[src/sv/heater_step_response_sequencer_macros.svh]
// Assertion macros for the heater step-response sequencer.
`ifndef HEATER_STEP_RESPONSE_SEQUENCER_MACROS_SVH
`define HEATER_STEP_RESPONSE_SEQUENCER_MACROS_SVH
// Implication checked on every clock edge outside reset.
`define HSRS_ASSERT_IMP(label, clk, rstn, ante, cons) \
    label: assert property (@(posedge clk) disable iff (!rstn) (ante) |-> (cons)) \
        else $error("assertion failed");
// Next-cycle implication checked on every clock edge outside reset.
`define HSRS_ASSERT_NXT(label, clk, rstn, ante, cons) \
    label: assert property (@(posedge clk) disable iff (!rstn) (ante) |=> (cons)) \
        else $error("assertion failed");
`endif

[src/sv/hsrs_pkg.sv]
// Shared types and constants of the heater step-response sequencer.
package hsrs_pkg;

    typedef enum logic [2:0] {
        PH_IDLE  = 3'd0,
        PH_HEAT  = 3'd1,
        PH_COOL  = 3'd2,
        PH_DONE  = 3'd3,
        PH_FAULT = 3'd4
    } phase_t;

    localparam logic [2:0] F_NONE    = 3'd0;
    localparam logic [2:0] F_SENSOR  = 3'd1;
    localparam logic [2:0] F_CALIB   = 3'd2;
    localparam logic [2:0] F_HOT     = 3'd3;
    localparam logic [2:0] F_HEAT_TO = 3'd4;
    localparam logic [2:0] F_COOL_TO = 3'd5;
    localparam logic [2:0] F_ABORT   = 3'd6;

    localparam logic [2:0] REG_DUTY      = 3'd0;
    localparam logic [2:0] REG_CUTOFF    = 3'd1;
    localparam logic [2:0] REG_MAX_START = 3'd2;
    localparam logic [2:0] REG_COOL_END  = 3'd3;
    localparam logic [2:0] REG_RATE_INT  = 3'd4;
    localparam logic [2:0] REG_LOG_INT   = 3'd5;
    localparam logic [2:0] REG_HEAT_TO   = 3'd6;
    localparam logic [2:0] REG_COOL_TO   = 3'd7;

    localparam int          DIV_W     = 48;
    localparam logic [16:0] RATE_SCALE = 17'd100000;

    typedef enum logic [3:0] {
        C_IDLE,
        C_CMD,
        C_MUL,
        C_WDIV,
        C_WWAIT,
        C_WSAT,
        C_UPD,
        C_ADIV,
        C_AWAIT,
        C_ASAT,
        C_FIN,
        C_OUT
    } ctl_state_t;

    // Controller to datapath.
    typedef struct packed {
        logic capture;
        logic cmd;
        logic mul;
        logic wdiv_start;
        logic wsat;
        logic upd;
        logic adiv_start;
        logic asat;
        logic fin;
    } dp_cmd_t;

    // Datapath to controller.
    typedef struct packed {
        logic need_wrate;
        logic need_avg;
        logic div_busy;
    } dp_stat_t;

    typedef struct packed {
        logic [6:0]  duty_pct;
        logic [14:0] cutoff_tenths;
        logic [14:0] max_start_tenths;
        logic [14:0] cool_end_delta_tenths;
        logic [31:0] rate_interval_ms;
        logic [31:0] log_interval_ms;
        logic [31:0] heating_timeout_ms;
        logic [31:0] cooling_timeout_ms;
    } cfg_t;

endpackage

[src/sv/hsrs_divider.sv]
// Iterative signed 48-by-32 divider with 32-bit saturation, one bit per cycle.
module hsrs_divider (
    input  logic                         aclk,
    input  logic                         aresetn,
    input  logic                         start,
    input  logic signed [hsrs_pkg::DIV_W-1:0] dividend,
    input  logic [31:0]                  divisor,
    output logic                         busy,
    output logic signed [31:0]           quotient
);
    import hsrs_pkg::*;

    logic [DIV_W-1:0] quo_reg, quo_next;
    logic [32:0]      rem_reg, rem_next;
    logic [31:0]      dsr_reg;
    logic             neg_reg;
    logic [5:0]       cnt_reg;
    logic             busy_reg;
    logic [33:0]      trial;
    logic [DIV_W-1:0] mag;
    logic [DIV_W:0]   sq;

    assign trial = {1'b0, rem_reg[31:0], quo_reg[DIV_W-1]} - {2'b00, dsr_reg};
    assign mag   = dividend[DIV_W-1] ? (~dividend + 1'b1) : dividend;

    always_comb begin
        rem_next = {rem_reg[31:0], quo_reg[DIV_W-1]};
        quo_next = {quo_reg[DIV_W-2:0], 1'b0};
        if (!trial[33]) begin
            rem_next    = trial[32:0];
            quo_next[0] = 1'b1;
        end
    end

    always_ff @(posedge aclk) begin
        if (!aresetn) begin
            busy_reg <= 1'b0;
            cnt_reg  <= '0;
        end else if (start) begin
            busy_reg <= 1'b1;
            cnt_reg  <= 6'(DIV_W);
            quo_reg  <= mag;
            rem_reg  <= '0;
            dsr_reg  <= divisor;
            neg_reg  <= dividend[DIV_W-1];
        end else if (busy_reg) begin
            quo_reg <= quo_next;
            rem_reg <= rem_next;
            cnt_reg <= cnt_reg - 1'b1;
            if (cnt_reg == 6'd1) begin
                busy_reg <= 1'b0;
            end
        end
    end

    // Saturate the truncated magnitude quotient.
    always_comb begin
        sq = neg_reg ? ({1'b1, ~quo_reg} + 1'b1) : {1'b0, quo_reg};
        if (!neg_reg && quo_reg > DIV_W'(32'h7FFFFFFF)) begin
            quotient = 32'sh7FFFFFFF;
        end else if (neg_reg && quo_reg > DIV_W'(32'h80000000)) begin
            quotient = 32'sh80000000;
        end else begin
            quotient = sq[31:0];
        end
    end

    assign busy = busy_reg;

endmodule

[src/sv/hsrs_datapath.sv]
// Datapath: session state, checks, rate arithmetic and result assembly.
module hsrs_datapath (
    input  logic                aclk,
    input  logic                aresetn,
    input  hsrs_pkg::cfg_t      cfg,
    input  logic [71:0]         in_data,
    input  hsrs_pkg::dp_cmd_t   cmd,
    output hsrs_pkg::dp_stat_t  stat,
    output logic [215:0]        out_data
);
    import hsrs_pkg::*;

    phase_t             phase_reg, phase_next;
    logic [2:0]         fault_reg, fault_next;
    logic [31:0]        sess_t_reg, sess_t_next, ph_t_reg, ph_t_next;
    logic [31:0]        rref_t_reg, rref_t_next, log_t_reg, log_t_next;
    logic signed [15:0] rref_v_reg, rref_v_next, start_reg, start_next;
    logic signed [15:0] peak_reg, peak_next;
    logic [15:0]        ovs_reg, ovs_next;
    logic signed [31:0] rate_reg, avg_reg;
    logic [31:0]        sess_cnt_reg, sess_cnt_next, log_cnt_reg, log_cnt_next;
    logic [31:0]        log_el_reg, log_el_next;
    logic               pub_reg, pub_next;

    logic [31:0]        now_reg;
    logic signed [15:0] t_reg;
    logic               vld_reg, cal_reg, sta_reg, sto_reg, hok_reg;

    // Pending window update latched during the command step.
    logic               wneed_reg, aneed_reg, wneed_next, aneed_next;
    logic               cool_go_reg, cool_go_next;
    logic signed [16:0] wdelta_reg, adelta_reg, wdelta_next, adelta_next;
    logic [31:0]        wel_reg, ael_reg, wel_next, ael_next;
    logic signed [DIV_W-1:0] wprod_reg, aprod_reg;
    logic signed [DIV_W-1:0] div_a;
    logic [31:0]        div_b;
    logic               div_start, div_busy;
    logic signed [31:0] div_q;

    hsrs_divider u_div (
        .aclk     (aclk),
        .aresetn  (aresetn),
        .start    (div_start),
        .dividend (div_a),
        .divisor  (div_b),
        .busy     (div_busy),
        .quotient (div_q)
    );

    assign div_start = cmd.wdiv_start | cmd.adiv_start;
    assign div_a     = cmd.adiv_start ? aprod_reg : wprod_reg;
    assign div_b     = cmd.adiv_start ? ael_reg : wel_reg;

    logic running_in, running_mid;
    logic signed [16:0] cut_s, maxs_s, cend_s;
    logic [31:0] now;
    logic signed [15:0] t;

    assign now = now_reg;
    assign t   = t_reg;
    assign cut_s  = {2'b00, cfg.cutoff_tenths};
    assign maxs_s = {2'b00, cfg.max_start_tenths};
    assign running_in = (phase_reg == PH_HEAT) || (phase_reg == PH_COOL);

    // Whole tick evaluation except the divisions; rate results land later.
    always_comb begin
        phase_next    = phase_reg;
        fault_next    = fault_reg;
        sess_t_next   = sess_t_reg;
        ph_t_next     = ph_t_reg;
        rref_t_next   = rref_t_reg;
        log_t_next    = log_t_reg;
        rref_v_next   = rref_v_reg;
        start_next    = start_reg;
        peak_next     = peak_reg;
        ovs_next      = ovs_reg;
        sess_cnt_next = sess_cnt_reg;
        log_cnt_next  = log_cnt_reg;
        log_el_next   = log_el_reg;
        pub_next      = 1'b0;
        wneed_next    = 1'b0;
        aneed_next    = 1'b0;
        cool_go_next  = 1'b0;
        wdelta_next   = '0;
        adelta_next   = '0;
        wel_next      = '0;
        ael_next      = '0;
        cend_s        = '0;
        running_mid   = 1'b0;

        if (sto_reg && running_in) begin
            fault_next  = F_ABORT;
            phase_next  = PH_DONE;
            log_cnt_next = log_cnt_reg + 1'b1;
            log_el_next = now - sess_t_reg;
            log_t_next  = now;
            pub_next    = 1'b1;
        end else if (sta_reg && !running_in) begin
            sess_cnt_next = sess_cnt_reg + 1'b1;
            log_cnt_next  = 32'd1;
            sess_t_next   = now;
            ph_t_next     = now;
            rref_t_next   = now;
            rref_v_next   = t;
            start_next    = t;
            peak_next     = t;
            ovs_next      = '0;
            fault_next    = F_NONE;
            log_el_next   = '0;
            log_t_next    = now;
            pub_next      = 1'b1;
            if (!vld_reg) begin
                fault_next = F_SENSOR;
                phase_next = PH_FAULT;
            end else if (!cal_reg) begin
                fault_next = F_CALIB;
                phase_next = PH_FAULT;
            end else if ($signed({t[15], t}) > maxs_s) begin
                fault_next = F_HOT;
                phase_next = PH_FAULT;
            end else if (!hok_reg) begin
                fault_next = F_SENSOR;
                phase_next = PH_FAULT;
            end else begin
                phase_next = PH_HEAT;
            end
        end

        running_mid = (phase_next == PH_HEAT) || (phase_next == PH_COOL);
        if (running_mid) begin
            if (!vld_reg || !cal_reg) begin
                fault_next   = vld_reg ? F_CALIB : F_SENSOR;
                phase_next   = PH_FAULT;
                log_cnt_next = log_cnt_next + 1'b1;
                log_el_next  = now - sess_t_next;
                log_t_next   = now;
                pub_next     = 1'b1;
            end else begin
                if (t > peak_next) begin
                    peak_next = t;
                end
                ovs_next = ($signed({peak_next[15], peak_next}) > cut_s)
                           ? 16'({peak_next[15], peak_next} - cut_s) : 16'd0;
                if ((now - rref_t_next) >= cfg.rate_interval_ms) begin
                    wneed_next  = 1'b1;
                    wdelta_next = {t[15], t} - {rref_v_next[15], rref_v_next};
                    wel_next    = now - rref_t_next;
                    rref_t_next = now;
                    rref_v_next = t;
                end
                if (phase_next == PH_HEAT) begin
                    aneed_next  = 1'b1;
                    adelta_next = {t[15], t} - {start_next[15], start_next};
                    ael_next    = now - sess_t_next;
                    if ($signed({t[15], t}) >= cut_s ||
                        (now - ph_t_next) >= cfg.heating_timeout_ms) begin
                        if ($signed({t[15], t}) < cut_s) begin
                            fault_next = F_HEAT_TO;
                        end
                        phase_next   = PH_COOL;
                        ph_t_next    = now;
                        cool_go_next = 1'b1;
                        rref_t_next  = now;
                        rref_v_next  = t;
                        log_cnt_next = log_cnt_next + 1'b1;
                        log_el_next  = now - sess_t_next;
                        log_t_next   = now;
                        pub_next     = 1'b1;
                    end
                end else begin
                    cend_s = {start_next[15], start_next} + $signed({2'b00,
                             cfg.cool_end_delta_tenths});
                    if ($signed({t[15], t}) <= cend_s) begin
                        phase_next   = PH_DONE;
                        log_cnt_next = log_cnt_next + 1'b1;
                        log_el_next  = now - sess_t_next;
                        log_t_next   = now;
                        pub_next     = 1'b1;
                    end else if ((now - ph_t_next) >= cfg.cooling_timeout_ms) begin
                        fault_next   = F_COOL_TO;
                        phase_next   = PH_DONE;
                        log_cnt_next = log_cnt_next + 1'b1;
                        log_el_next  = now - sess_t_next;
                        log_t_next   = now;
                        pub_next     = 1'b1;
                    end
                end
                if ((phase_next == PH_HEAT || phase_next == PH_COOL) &&
                    ((now - log_t_next) >= cfg.log_interval_ms)) begin
                    log_cnt_next = log_cnt_next + 1'b1;
                    log_el_next  = now - sess_t_next;
                    log_t_next   = now;
                    pub_next     = 1'b1;
                end
            end
        end
    end

    // log_count is set straight to 1 on start, counting the start publish above.

    always_ff @(posedge aclk) begin
        if (!aresetn) begin
            phase_reg    <= PH_IDLE;
            fault_reg    <= F_NONE;
            sess_t_reg   <= '0;
            ph_t_reg     <= '0;
            rref_t_reg   <= '0;
            log_t_reg    <= '0;
            rref_v_reg   <= '0;
            start_reg    <= '0;
            peak_reg     <= '0;
            ovs_reg      <= '0;
            rate_reg     <= '0;
            avg_reg      <= '0;
            sess_cnt_reg <= '0;
            log_cnt_reg  <= '0;
            log_el_reg   <= '0;
            pub_reg      <= 1'b0;
            wneed_reg    <= 1'b0;
            aneed_reg    <= 1'b0;
            cool_go_reg  <= 1'b0;
        end else begin
            if (cmd.capture) begin
                now_reg <= in_data[31:0];
                t_reg   <= in_data[47:32];
                vld_reg <= in_data[48];
                cal_reg <= in_data[49];
                sta_reg <= in_data[50];
                sto_reg <= in_data[51];
                hok_reg <= in_data[52];
            end
            if (cmd.cmd) begin
                phase_reg    <= phase_next;
                fault_reg    <= fault_next;
                sess_t_reg   <= sess_t_next;
                ph_t_reg     <= ph_t_next;
                rref_t_reg   <= rref_t_next;
                log_t_reg    <= log_t_next;
                rref_v_reg   <= rref_v_next;
                start_reg    <= start_next;
                peak_reg     <= peak_next;
                ovs_reg      <= ovs_next;
                sess_cnt_reg <= sess_cnt_next;
                log_cnt_reg  <= log_cnt_next;
                log_el_reg   <= log_el_next;
                pub_reg      <= pub_next;
                wneed_reg    <= wneed_next;
                aneed_reg    <= aneed_next;
                cool_go_reg  <= cool_go_next;
                wdelta_reg   <= wdelta_next;
                adelta_reg   <= adelta_next;
                wel_reg      <= wel_next;
                ael_reg      <= ael_next;
                if (sta_reg && !running_in) begin
                    rate_reg <= '0;
                    avg_reg  <= '0;
                end
            end
            if (cmd.wsat) begin
                rate_reg <= (wel_reg == '0) ? 32'sd0 : div_q;
            end
            if (cmd.asat) begin
                avg_reg <= (ael_reg == '0) ? 32'sd0 : div_q;
            end
        end
    end

    // Scale both deltas; one multiplier each, registered.
    logic signed [34:0] wprod_w, aprod_w;
    assign wprod_w = wdelta_reg * $signed({1'b0, RATE_SCALE});
    assign aprod_w = adelta_reg * $signed({1'b0, RATE_SCALE});

    always_ff @(posedge aclk) begin
        if (cmd.mul) begin
            wprod_reg <= DIV_W'(wprod_w);
            aprod_reg <= DIV_W'(aprod_w);
        end
    end

    assign stat.need_wrate = wneed_reg;
    assign stat.need_avg   = aneed_reg;
    assign stat.div_busy   = div_busy;

    logic [31:0] elapsed;
    assign elapsed = ((phase_reg == PH_HEAT) || (phase_reg == PH_COOL))
                     ? (now_reg - sess_t_reg) : log_el_reg;

    // Fields from the lowest bit: run_state, fault_code, heater_enable,
    // window_rate, average_rate, peak, overshoot, start, log_publish,
    // session_number, log_number, elapsed.
    assign out_data = {elapsed, log_cnt_reg, sess_cnt_reg, pub_reg,
                       start_reg, ovs_reg, peak_reg, avg_reg, rate_reg,
                       (phase_reg == PH_HEAT), fault_reg, phase_reg};

    logic unused_ok;
    assign unused_ok = cmd.upd ^ cmd.fin ^ cool_go_reg ^ (|cfg.duty_pct) ^
                       (|in_data[71:53]);

    `include "heater_step_response_sequencer_macros.svh"
    `HSRS_ASSERT_NXT(a_start_clears_rates, aclk, aresetn,
        cmd.cmd && sta_reg && !running_in && !(sto_reg && running_in),
        rate_reg == 32'sd0 && avg_reg == 32'sd0)
    `HSRS_ASSERT_IMP(a_heat_no_fault_code, aclk, aresetn,
        phase_reg == PH_HEAT, fault_reg == F_NONE)
    `HSRS_ASSERT_IMP(a_one_div_start, aclk, aresetn,
        cmd.wdiv_start, !cmd.adiv_start)

endmodule

[src/sv/hsrs_ctrl.sv]
// Controller: sequences capture, update, multiply, up to two divisions and output.
module hsrs_ctrl (
    input  logic                aclk,
    input  logic                aresetn,
    input  logic                in_fire,
    input  logic                out_fire,
    input  hsrs_pkg::dp_stat_t  stat,
    output hsrs_pkg::dp_cmd_t   cmd,
    output logic                in_ready,
    output logic                out_valid
);
    import hsrs_pkg::*;

    ctl_state_t state_reg, state_next;

    always_ff @(posedge aclk) begin
        if (!aresetn) begin
            state_reg <= C_IDLE;
        end else begin
            state_reg <= state_next;
        end
    end

    always_comb begin
        state_next = state_reg;
        cmd        = '0;
        in_ready   = 1'b0;
        out_valid  = 1'b0;
        unique case (state_reg)
            C_IDLE: begin
                in_ready    = 1'b1;
                cmd.capture = in_fire;
                if (in_fire) begin
                    state_next = C_CMD;
                end
            end
            C_CMD: begin
                cmd.cmd    = 1'b1;
                state_next = C_MUL;
            end
            C_MUL: begin
                cmd.mul    = 1'b1;
                state_next = C_WDIV;
            end
            C_WDIV: begin
                if (stat.need_wrate) begin
                    cmd.wdiv_start = 1'b1;
                    state_next     = C_WWAIT;
                end else begin
                    state_next = C_UPD;
                end
            end
            C_WWAIT: begin
                if (!stat.div_busy) begin
                    state_next = C_WSAT;
                end
            end
            C_WSAT: begin
                cmd.wsat   = 1'b1;
                state_next = C_UPD;
            end
            C_UPD: begin
                cmd.upd    = 1'b1;
                state_next = C_ADIV;
            end
            C_ADIV: begin
                if (stat.need_avg) begin
                    cmd.adiv_start = 1'b1;
                    state_next     = C_AWAIT;
                end else begin
                    state_next = C_FIN;
                end
            end
            C_AWAIT: begin
                if (!stat.div_busy) begin
                    state_next = C_ASAT;
                end
            end
            C_ASAT: begin
                cmd.asat   = 1'b1;
                state_next = C_FIN;
            end
            C_FIN: begin
                cmd.fin    = 1'b1;
                state_next = C_OUT;
            end
            C_OUT: begin
                out_valid = 1'b1;
                if (out_fire) begin
                    state_next = C_IDLE;
                end
            end
            default: state_next = C_IDLE;
        endcase
    end

    `include "heater_step_response_sequencer_macros.svh"
    `HSRS_ASSERT_IMP(a_no_accept_busy, aclk, aresetn, state_reg != C_IDLE, !in_ready)
    `HSRS_ASSERT_NXT(a_wait_after_start, aclk, aresetn, cmd.wdiv_start, state_reg == C_WWAIT)
    `HSRS_ASSERT_NXT(a_out_after_fin, aclk, aresetn, cmd.fin, out_valid)

endmodule

[src/sv/heater_step_response_sequencer.sv]
// Heater step-response sequencer: one tick in, one status result out.
// Both rate divisions run one after the other on one shared divider, and each is skipped when
// no rate update needs it; the next tick is taken only after the result leaves.
// Reset (aresetn low, synchronous): idle phase, configuration registers at defaults, counts zero.
module heater_step_response_sequencer (
    input  logic        aclk,
    input  logic        aresetn,
    input  logic        s_tvalid,
    output logic        s_tready,
    // now_ms[31:0], temperature[47:32], sample_valid, sensor_calibrated,
    // start_request, stop_request, heater_start_ok [52:48], zero fill
    input  logic [55:0] s_tdata,
    output logic        m_tvalid,
    input  logic        m_tready,
    // run_state, fault_code, heater_enable, window_rate, average_rate,
    // peak_tenths, overshoot, start_tenths, log_publish, session_number,
    // log_number, elapsed
    output logic [215:0] m_tdata,
    input  logic        cfg_valid,
    output logic        cfg_ready,
    input  logic [2:0]  cfg_index,
    input  logic [31:0] cfg_data
);
    import hsrs_pkg::*;

    cfg_t     cfg_reg;
    dp_cmd_t  cmd;
    dp_stat_t stat;
    logic     in_ready;

    assign cfg_ready = 1'b1;

    always_ff @(posedge aclk) begin
        if (!aresetn) begin
            cfg_reg.duty_pct              <= 7'd25;
            cfg_reg.cutoff_tenths         <= 15'd1100;
            cfg_reg.max_start_tenths      <= 15'd500;
            cfg_reg.cool_end_delta_tenths <= 15'd30;
            cfg_reg.rate_interval_ms      <= 32'd10000;
            cfg_reg.log_interval_ms       <= 32'd1000;
            cfg_reg.heating_timeout_ms    <= 32'd900000;
            cfg_reg.cooling_timeout_ms    <= 32'd1800000;
        end else if (cfg_valid) begin
            unique case (cfg_index)
                REG_DUTY:      cfg_reg.duty_pct              <= cfg_data[6:0];
                REG_CUTOFF:    cfg_reg.cutoff_tenths         <= cfg_data[14:0];
                REG_MAX_START: cfg_reg.max_start_tenths      <= cfg_data[14:0];
                REG_COOL_END:  cfg_reg.cool_end_delta_tenths <= cfg_data[14:0];
                REG_RATE_INT:  cfg_reg.rate_interval_ms      <= cfg_data;
                REG_LOG_INT:   cfg_reg.log_interval_ms       <= cfg_data;
                REG_HEAT_TO:   cfg_reg.heating_timeout_ms    <= cfg_data;
                REG_COOL_TO:   cfg_reg.cooling_timeout_ms    <= cfg_data;
                default: ;
            endcase
        end
    end

    hsrs_ctrl u_ctrl (
        .aclk      (aclk),
        .aresetn   (aresetn),
        .in_fire   (s_tvalid & in_ready),
        .out_fire  (m_tvalid & m_tready),
        .stat      (stat),
        .cmd       (cmd),
        .in_ready  (in_ready),
        .out_valid (m_tvalid)
    );

    hsrs_datapath u_dp (
        .aclk     (aclk),
        .aresetn  (aresetn),
        .cfg      (cfg_reg),
        .in_data  ({16'd0, s_tdata}),
        .cmd      (cmd),
        .stat     (stat),
        .out_data (m_tdata)
    );

    assign s_tready = in_ready;

endmodule
[config.mk]
export PLATFORM = sky130hd
export DESIGN_NAME = heater_step_response_sequencer
export DESIGN_NICKNAME = d
export VERILOG_FILES = /design/src/sv/hsrs_pkg.sv /design/src/sv/hsrs_divider.sv /design/src/sv/hsrs_datapath.sv /design/src/sv/hsrs_ctrl.sv /design/src/sv/heater_step_response_sequencer.sv
export VERILOG_INCLUDE_DIRS = /design/src /design/src/sv
export SDC_FILE = /design/constraint.sdc
export NUM_CORES = 2
export LEC_CHECK = 0
export BUFFER_PORTS_ARGS = -buffer_cell sky130_fd_sc_hd__clkbuf_2
export CORE_MARGIN = 3
export CORE_UTILIZATION = 63
export CTS_CLUSTER_SIZE = 24
export DETAILED_ROUTE_END_ITERATION = 10
export PLACE_DENSITY = 0.91
export SYNTH_ARGS = -nofsm -noshare
export SYNTH_HDL_FRONTEND = slang
export SYNTH_SLANG_ARGS = --single-unit
[constraint.sdc]
create_clock -name aclk -period 18.59 [get_ports aclk]
set_clock_uncertainty 0.05 [all_clocks]
set_input_delay 2.7885 -clock aclk [delete_from_list [all_inputs] [get_ports aclk]]
set_output_delay 2.7885 -clock aclk [all_outputs]
set_load 0.005 [all_outputs]
# After elaboration in Yosys (flattened, before gate mapping)
# Index checks and enable logic that the tools add are counted.
dict set report totals {
  regBits 869
  input_bits 96
  output_inout_bits 219
}
dict set report classes {
  add_sub_neg 17
  multipliers 2
  order_cmp 12
  n_eq_ne 29
  n_mux 151
  bitwise 10
  n_reduce_logical 40
}
# cell count
set ops {}
lappend ops {{$mux 32} 59}
lappend ops {{$mux 16} 21}
lappend ops {{$mux 48} 4}
lappend ops {{$add 32x1->32 const B} 5}
lappend ops {{$sub 32x32->32} 5}
lappend ops {{$ge 32x32->1} 4}
lappend ops {{$mux 3} 26}
lappend ops {{$logic_not 32->1} 2}
lappend ops {{$mul 17x13->30 const B} 2}
lappend ops {{$add 48x1->48 const B} 1}
lappend ops {{$gt 16x16->1} 3}
lappend ops {{$gt 48x31->1 const B} 1}
lappend ops {{$gt 48x32->1 const B} 1}
lappend ops {{$not 48->48} 1}
lappend ops {{$pmux 4 s12} 1}
lappend ops {{$sub 16x16->17} 2}
lappend ops {{$sub 33x32->34} 1}
lappend ops {{$not 32->32} 1}
lappend ops {{$mux 1} 31}
lappend ops {{$reduce_and 2->1} 13}
lappend ops {{$add 16x16->17} 1}
lappend ops {{$le 16x17->1} 1}
lappend ops {{$eq 4x3->1 const B} 4}
lappend ops {{$eq 4x4->1 const B} 4}
lappend ops {{27 further kinds} 67}

# Depth between registers and ports, before layout
dict set report depth {
  word_depth 19
  ltp_mapped 75
  ltp_nobuf 63
}

# Cells and area by module
# From an unflattened synthesis, not the netlist that was laid out.
dict set report unflattened {
  cells_unflattened 7390
  hier_area_um2 64448.1
}
# mod instances cells_each area_per_inst_um2
set modules_own_cells {}
lappend modules_own_cells {hsrs_datapath 1 5770 48660.4}
lappend modules_own_cells {hsrs_divider 1 913 8555.7}
lappend modules_own_cells {heater_step_response_sequencer 1 662 6869.1}
lappend modules_own_cells {hsrs_ctrl 1 45 362.8}

# Least setup slack after synthesis
# OpenSTA, ideal clock, no wires.
dict set report synth_path {
  kind {register -> register}
  start {register u_dp.phase_reg[0]}
  end {register u_dp.log_cnt_reg[25]}
  t_arrival_ps 14541
  t_required_ps 18410
  slack_ps 3869
  stages_incl_launch_ff 69
  n_path_buf 12
  synth_period_minus_slack_ps 14721
  cell_sequence {dfxtp_1 xnor2_1 o21ai_4 buf_2 buf_4 buf_2 buf_1 clkbuf_1 clkbuf_1 buf_1 buf_1 a21oi_1 ha_1 a21oi_1 nor2b_1 a2111oi_0 a211o_1 a22oi_1 [33 not listed] a21oi_1 o31ai_1 xor2_1 ha_1 a21o_1 a21o_1 a21oi_1 o211a_1 o211ai_1 a2111oi_0 a211oi_1 o211a_1 nand4_1 or3_4 o21ai_0 nand3_1 xnor2_1 o21ai_0}
}
dict set report synth_via {
  elab_chain_len 19
}
# element line
set synth_lines {}
lappend synth_lines {{start: declaration} hsrs_datapath.sv:13} ;# phase_t phase_reg, phase_next;
lappend synth_lines {{start signal: assignment} hsrs_datapath.sv:233} ;# phase_reg <= phase_next;
lappend synth_lines {{$eq 3x1->1 or $eq 3x2->1 (tied branches)} hsrs_datapath.sv:63} ;# assign running_in = (phase_reg == PH_HEAT) || (phase_reg == PH_COOL);
lappend synth_lines {{$logic_or 1x1->1} hsrs_datapath.sv:63}
lappend synth_lines {{$logic_not 1->1} hsrs_datapath.sv:98} ;# end else if (sta_reg && !running_in) begin
lappend synth_lines {{$logic_and 1x1->1} hsrs_datapath.sv:98}
lappend synth_lines {{$mux 32} hsrs_datapath.sv:98}
lappend synth_lines {{$mux 32} hsrs_datapath.sv:91} ;# if (sto_reg && running_in) begin
lappend synth_lines {{$sub 32x32->32} {hsrs_datapath.sv:156, hsrs_datapath.sv:179}}
lappend synth_lines {{$ge 32x32->1, on equally long branches} {hsrs_datapath.sv:179, hsrs_datapath.sv:156}}
lappend synth_lines {{[3 not listed]} n/a}
lappend synth_lines {{$mux 32 or $mux 3 (tied branches)} hsrs_datapath.sv:131} ;# if (!vld_reg || !cal_reg) begin
lappend synth_lines {{$mux 32 or $mux 3 (tied branches)} hsrs_datapath.sv:130} ;# if (running_mid) begin
lappend synth_lines {{$sub 32x32->32 (tied with other cells)} hsrs_datapath.sv:189} ;# ((now - log_t_next) >= cfg.log_interval_ms)) begin
lappend synth_lines {{$ge 32x32->1 or $logic_or 1x1->1 (tied branches)} {hsrs_datapath.sv:189, hsrs_datapath.sv:188}}
lappend synth_lines {{$logic_and 1x1->1} hsrs_datapath.sv:188} ;# if ((phase_next == PH_HEAT || phase_next == PH_COOL) &&
lappend synth_lines {{$mux 32} hsrs_datapath.sv:188}
lappend synth_lines {{$mux 32} hsrs_datapath.sv:131}
lappend synth_lines {{$mux 32 (*)} hsrs_datapath.sv:130}
lappend synth_lines {{end signal: assignment} hsrs_datapath.sv:244} ;# log_cnt_reg <= log_cnt_next;
lappend synth_lines {{end: declaration} hsrs_datapath.sv:21} ;# logic [31:0] sess_cnt_reg, sess_cnt_next, log_cnt_reg, log_cnt_next;
# Every way passes the cells marked *; elsewhere a longest branch is shown, timed or not. The select of a mux whose other input is x is not followed.
# A chain may end at the register's enable or synchronous reset.

# Final worst setup path
dict set report layout_path {
  start {register u_dp.phase_reg[2]}
  end {register u_dp.log_cnt_reg[22]}
}
# Same word-level chain as after synthesis.

==> metrics.txt <==
status=complete, no violations; DR vias=56700; Worst-Skew Late Latency=approximately 0.71 ns; mapped cell area=62800 µm²; Bufs and invs on worst path=4; FFs w/ async S/R, synth=0%; IO Port Bufs=310; WHS=0.408 ns; CP Launch Point=u_dp.phase_reg[2]$_SDFFE_PN0P_; critical path's slowest cell=a21boi_4; drt pass-1 iters=7; power density cells=102 nW/µm²; Remaining Overflow, GRT=0; dominant cell type by area after synthesis=dfxtp_1; # H-tree levels=3; Synth Net Count=8148; Main synth FF type=dfxtp_1; final hold violations=0; cells on worst reg2reg path=61; Worst-Margin Slew=about 1.3 ns; fill count=a little over 7000; top sig layer=met4; Reg area=20600 µm²; Seq/Total Area, Yosys=32.8%; vias in the first global route=54900; Die Width=between 300 and 400 µm; FF-to-FF Start=u_dp.phase_reg[2]$_SDFFE_PN0P_; Max Buffers Root-to-Sink=3; R2R Setup Slk=between 2 and 2.5 ns; Hold Path End=u_dp.ovs_reg[14]$_SDFFE_PN0P_; maximum vdd drop=0.0000898 V; f_max=0.0617 GHz; DPL Wire Length=between 100000 and 150000 µm; final setup fails=0; kind of critical path=register to register; GRT Overall Usage=between 30% and 40%; core area=a little under 100000 µm²; Max transition margin=about 16%; CP dominant cell by count=a21oi_1; Via density=6.40; Placed Cells incl. Taps=between 8000 and 9000; critical path startpoint category=register; share of the synthesized area in the top cell type=17.4%; synthesis-stage register bit count=around 870; Max Slew Vio Count=0; pin count of the biggest net entering global routing=193; Crit path arrival time=between 15 and 20 ns; Starting Density=63.7%; global-route wire length before repair=297000 µm; Starting DRT DRC Count=~6300; DRT Wirelength=roughly 190000 µm; met2 WL=87100 µm; Min-Delay Path Depth=2; DR WL met3=between 15000 and 20000 µm; nets=8341; synthesized instance count=7289; Multi-input gate area=39000 µm²; CTS tree=done; postcts setup bufs=0; most frequent cells after synthesis=nand2_1 (1084), ha_1 (640), inv_1 (565); Die ar.=104000 µm²; most frequent cell after synthesis=nand2_1; Hold WC Path Type=register to register; Synth cell types=slightly above 100; Crit path max-delay family=compound AO/OA/AOI/OAI gates; max_cap viols=0; die height=322 µm; worst r2r dst=u_dp.log_cnt_reg[22]$_SDFFE_PN0P_; clock-pin slew on the worst setup and hold paths=roughly 0.06 ns; RD Place Congestion=1.01; Finished Layout Cells=8859; hold_sp=u_dp.ovs_reg[14]$_SDFFE_PN0P_; Remaining DRCs=0; RSZ-0062 raised after global routing=no; max reg flops=173; worst path required time=~19 ns; Sum Neg Setup Slack=0 ns; Worst Path Max Fanout=35; # IOs=315; TritonCTS Sinks=approximately 870; antenna viol nets, final=0; crit end category=register; Area growth syn-to-layout=9.74%; Post-synth EDFFs=324; post-synthesis average cell area=8.62 µm²; row cnt=~120; post_cts resized=0; # hold bufs at CTS=0; Final Util=~70%; share of cells above drive strength 1=about 9.0%; Tmin final=approximately 16 ns; max incr delay on CP=0.80 ns; largest cells by area after synthesis=dfxtp_1 (17%), edfxtp_1 (15%), ha_1 (13%), nand2_1 (6.5%), a21oi_1 (4.0%); wire per inst=21.7 µm; P_leak=28.1 nW; Yosys warnings=0; root buf cell=clkbuf_16; total CTS buffers=95; Final Cycle Share=between 80% and 90%; initial antenna violation count=7; wl on met1=70800 µm
-- tightest hold or removal path, cell delays in order, from the launching register on --
cell	delay [ns]
dfxtp_1	0.31
nand2_1	0.05
o31ai_1	0.05
-- cells by family after synthesis --
logic type      Yosys count  synth area share, %
simple gates           2397                 18.0
compound gates         1834                 19.1
buf+inv                 873                 5.28
flops                   869                 32.8
fa+ha+maj               765                 16.7
xor+xnor                384                 5.36
mux                     166                 2.73
other cells               1              0.00597
-- report_power, final --
| group | internal (mW) | switching [mW] | total [mW] |
|---|---|---|---|
| Combinational | 1.07 | 1.74 | 2.81 |
| Sequential | 2.14 | 0.0756 | 2.22 |
| Clock | 1.15 | 0.834 | 1.99 |
| Total | 4.36 | 2.65 | 7.01 |
-- layer usage --
metal,global-route usage (%),vias to the layer above
met5,0,-
met3,7.72,960
met2,58.2,3259
li1,-,26000
met1,42.6,26500
met4,25.6,0
-- layout by cell type, fill, tap and decap left out, drive strengths merged, types with 147 or more instances in the layout --
cell type | synthesis | routed
ha | 640 | 640
inv | 565 | 572
xor2 | 147 | 147
xnor2 | 237 | 237
nor2 | 369 | 369
o21ai | 363 | 363
edfxtp | 324 | 324
clkbuf | 262 | 445
a21boi | 290 | 290
nand2 | 1084 | 1084
dfxtp | 545 | 545
a21oi | 497 | 497
nor2b | 208 | 208
and2 | 151 | 151
-- stage by stage --
step           setup slack [ns]  power (mW)  area, µm²
3_3_place_gp               3.32        4.80      65700
5_1_grt                    1.63        7.35      68900
6_report                   2.38        7.01      68900
4_1_cts                    2.80        6.94      68900
2_1_floorplan              3.87        4.15      62800
3_5_place_dp               3.03        4.94      65700
-- area by class of cell --
cell class,instances,area share [%]
Timing Repair Buffer,401,3.30
Tap cell,1287,2.34
Clock buffer,136,4.02
Multi-Input combinational cell,5547,56.6
Inverter,568,3.10
Antenna cell,10,0.0363
Sequential cell,869,29.9
Clock inverter,41,0.695
-- worst max-delay path by stage --
stage / to / depth (start not counted) / slack [ns]
2_1_floorplan: u_dp.log_cnt_reg[25]$_SDFFE_PN0P_ / 68 / 3.87
3_3_place_gp: u_dp.log_cnt_reg[22]$_SDFFE_PN0P_ / 63 / 3.32
3_5_place_dp: u_dp.log_cnt_reg[22]$_SDFFE_PN0P_ / 61 / 3.03
4_1_cts: u_dp.log_cnt_reg[22]$_SDFFE_PN0P_ / 61 / 2.80
5_1_grt: u_dp.log_cnt_reg[22]$_SDFFE_PN0P_ / 61 / 1.63
6_report: u_dp.log_cnt_reg[22]$_SDFFE_PN0P_ / 61 / 2.38
No activity file was read; power rests on OpenSTA's default activity.
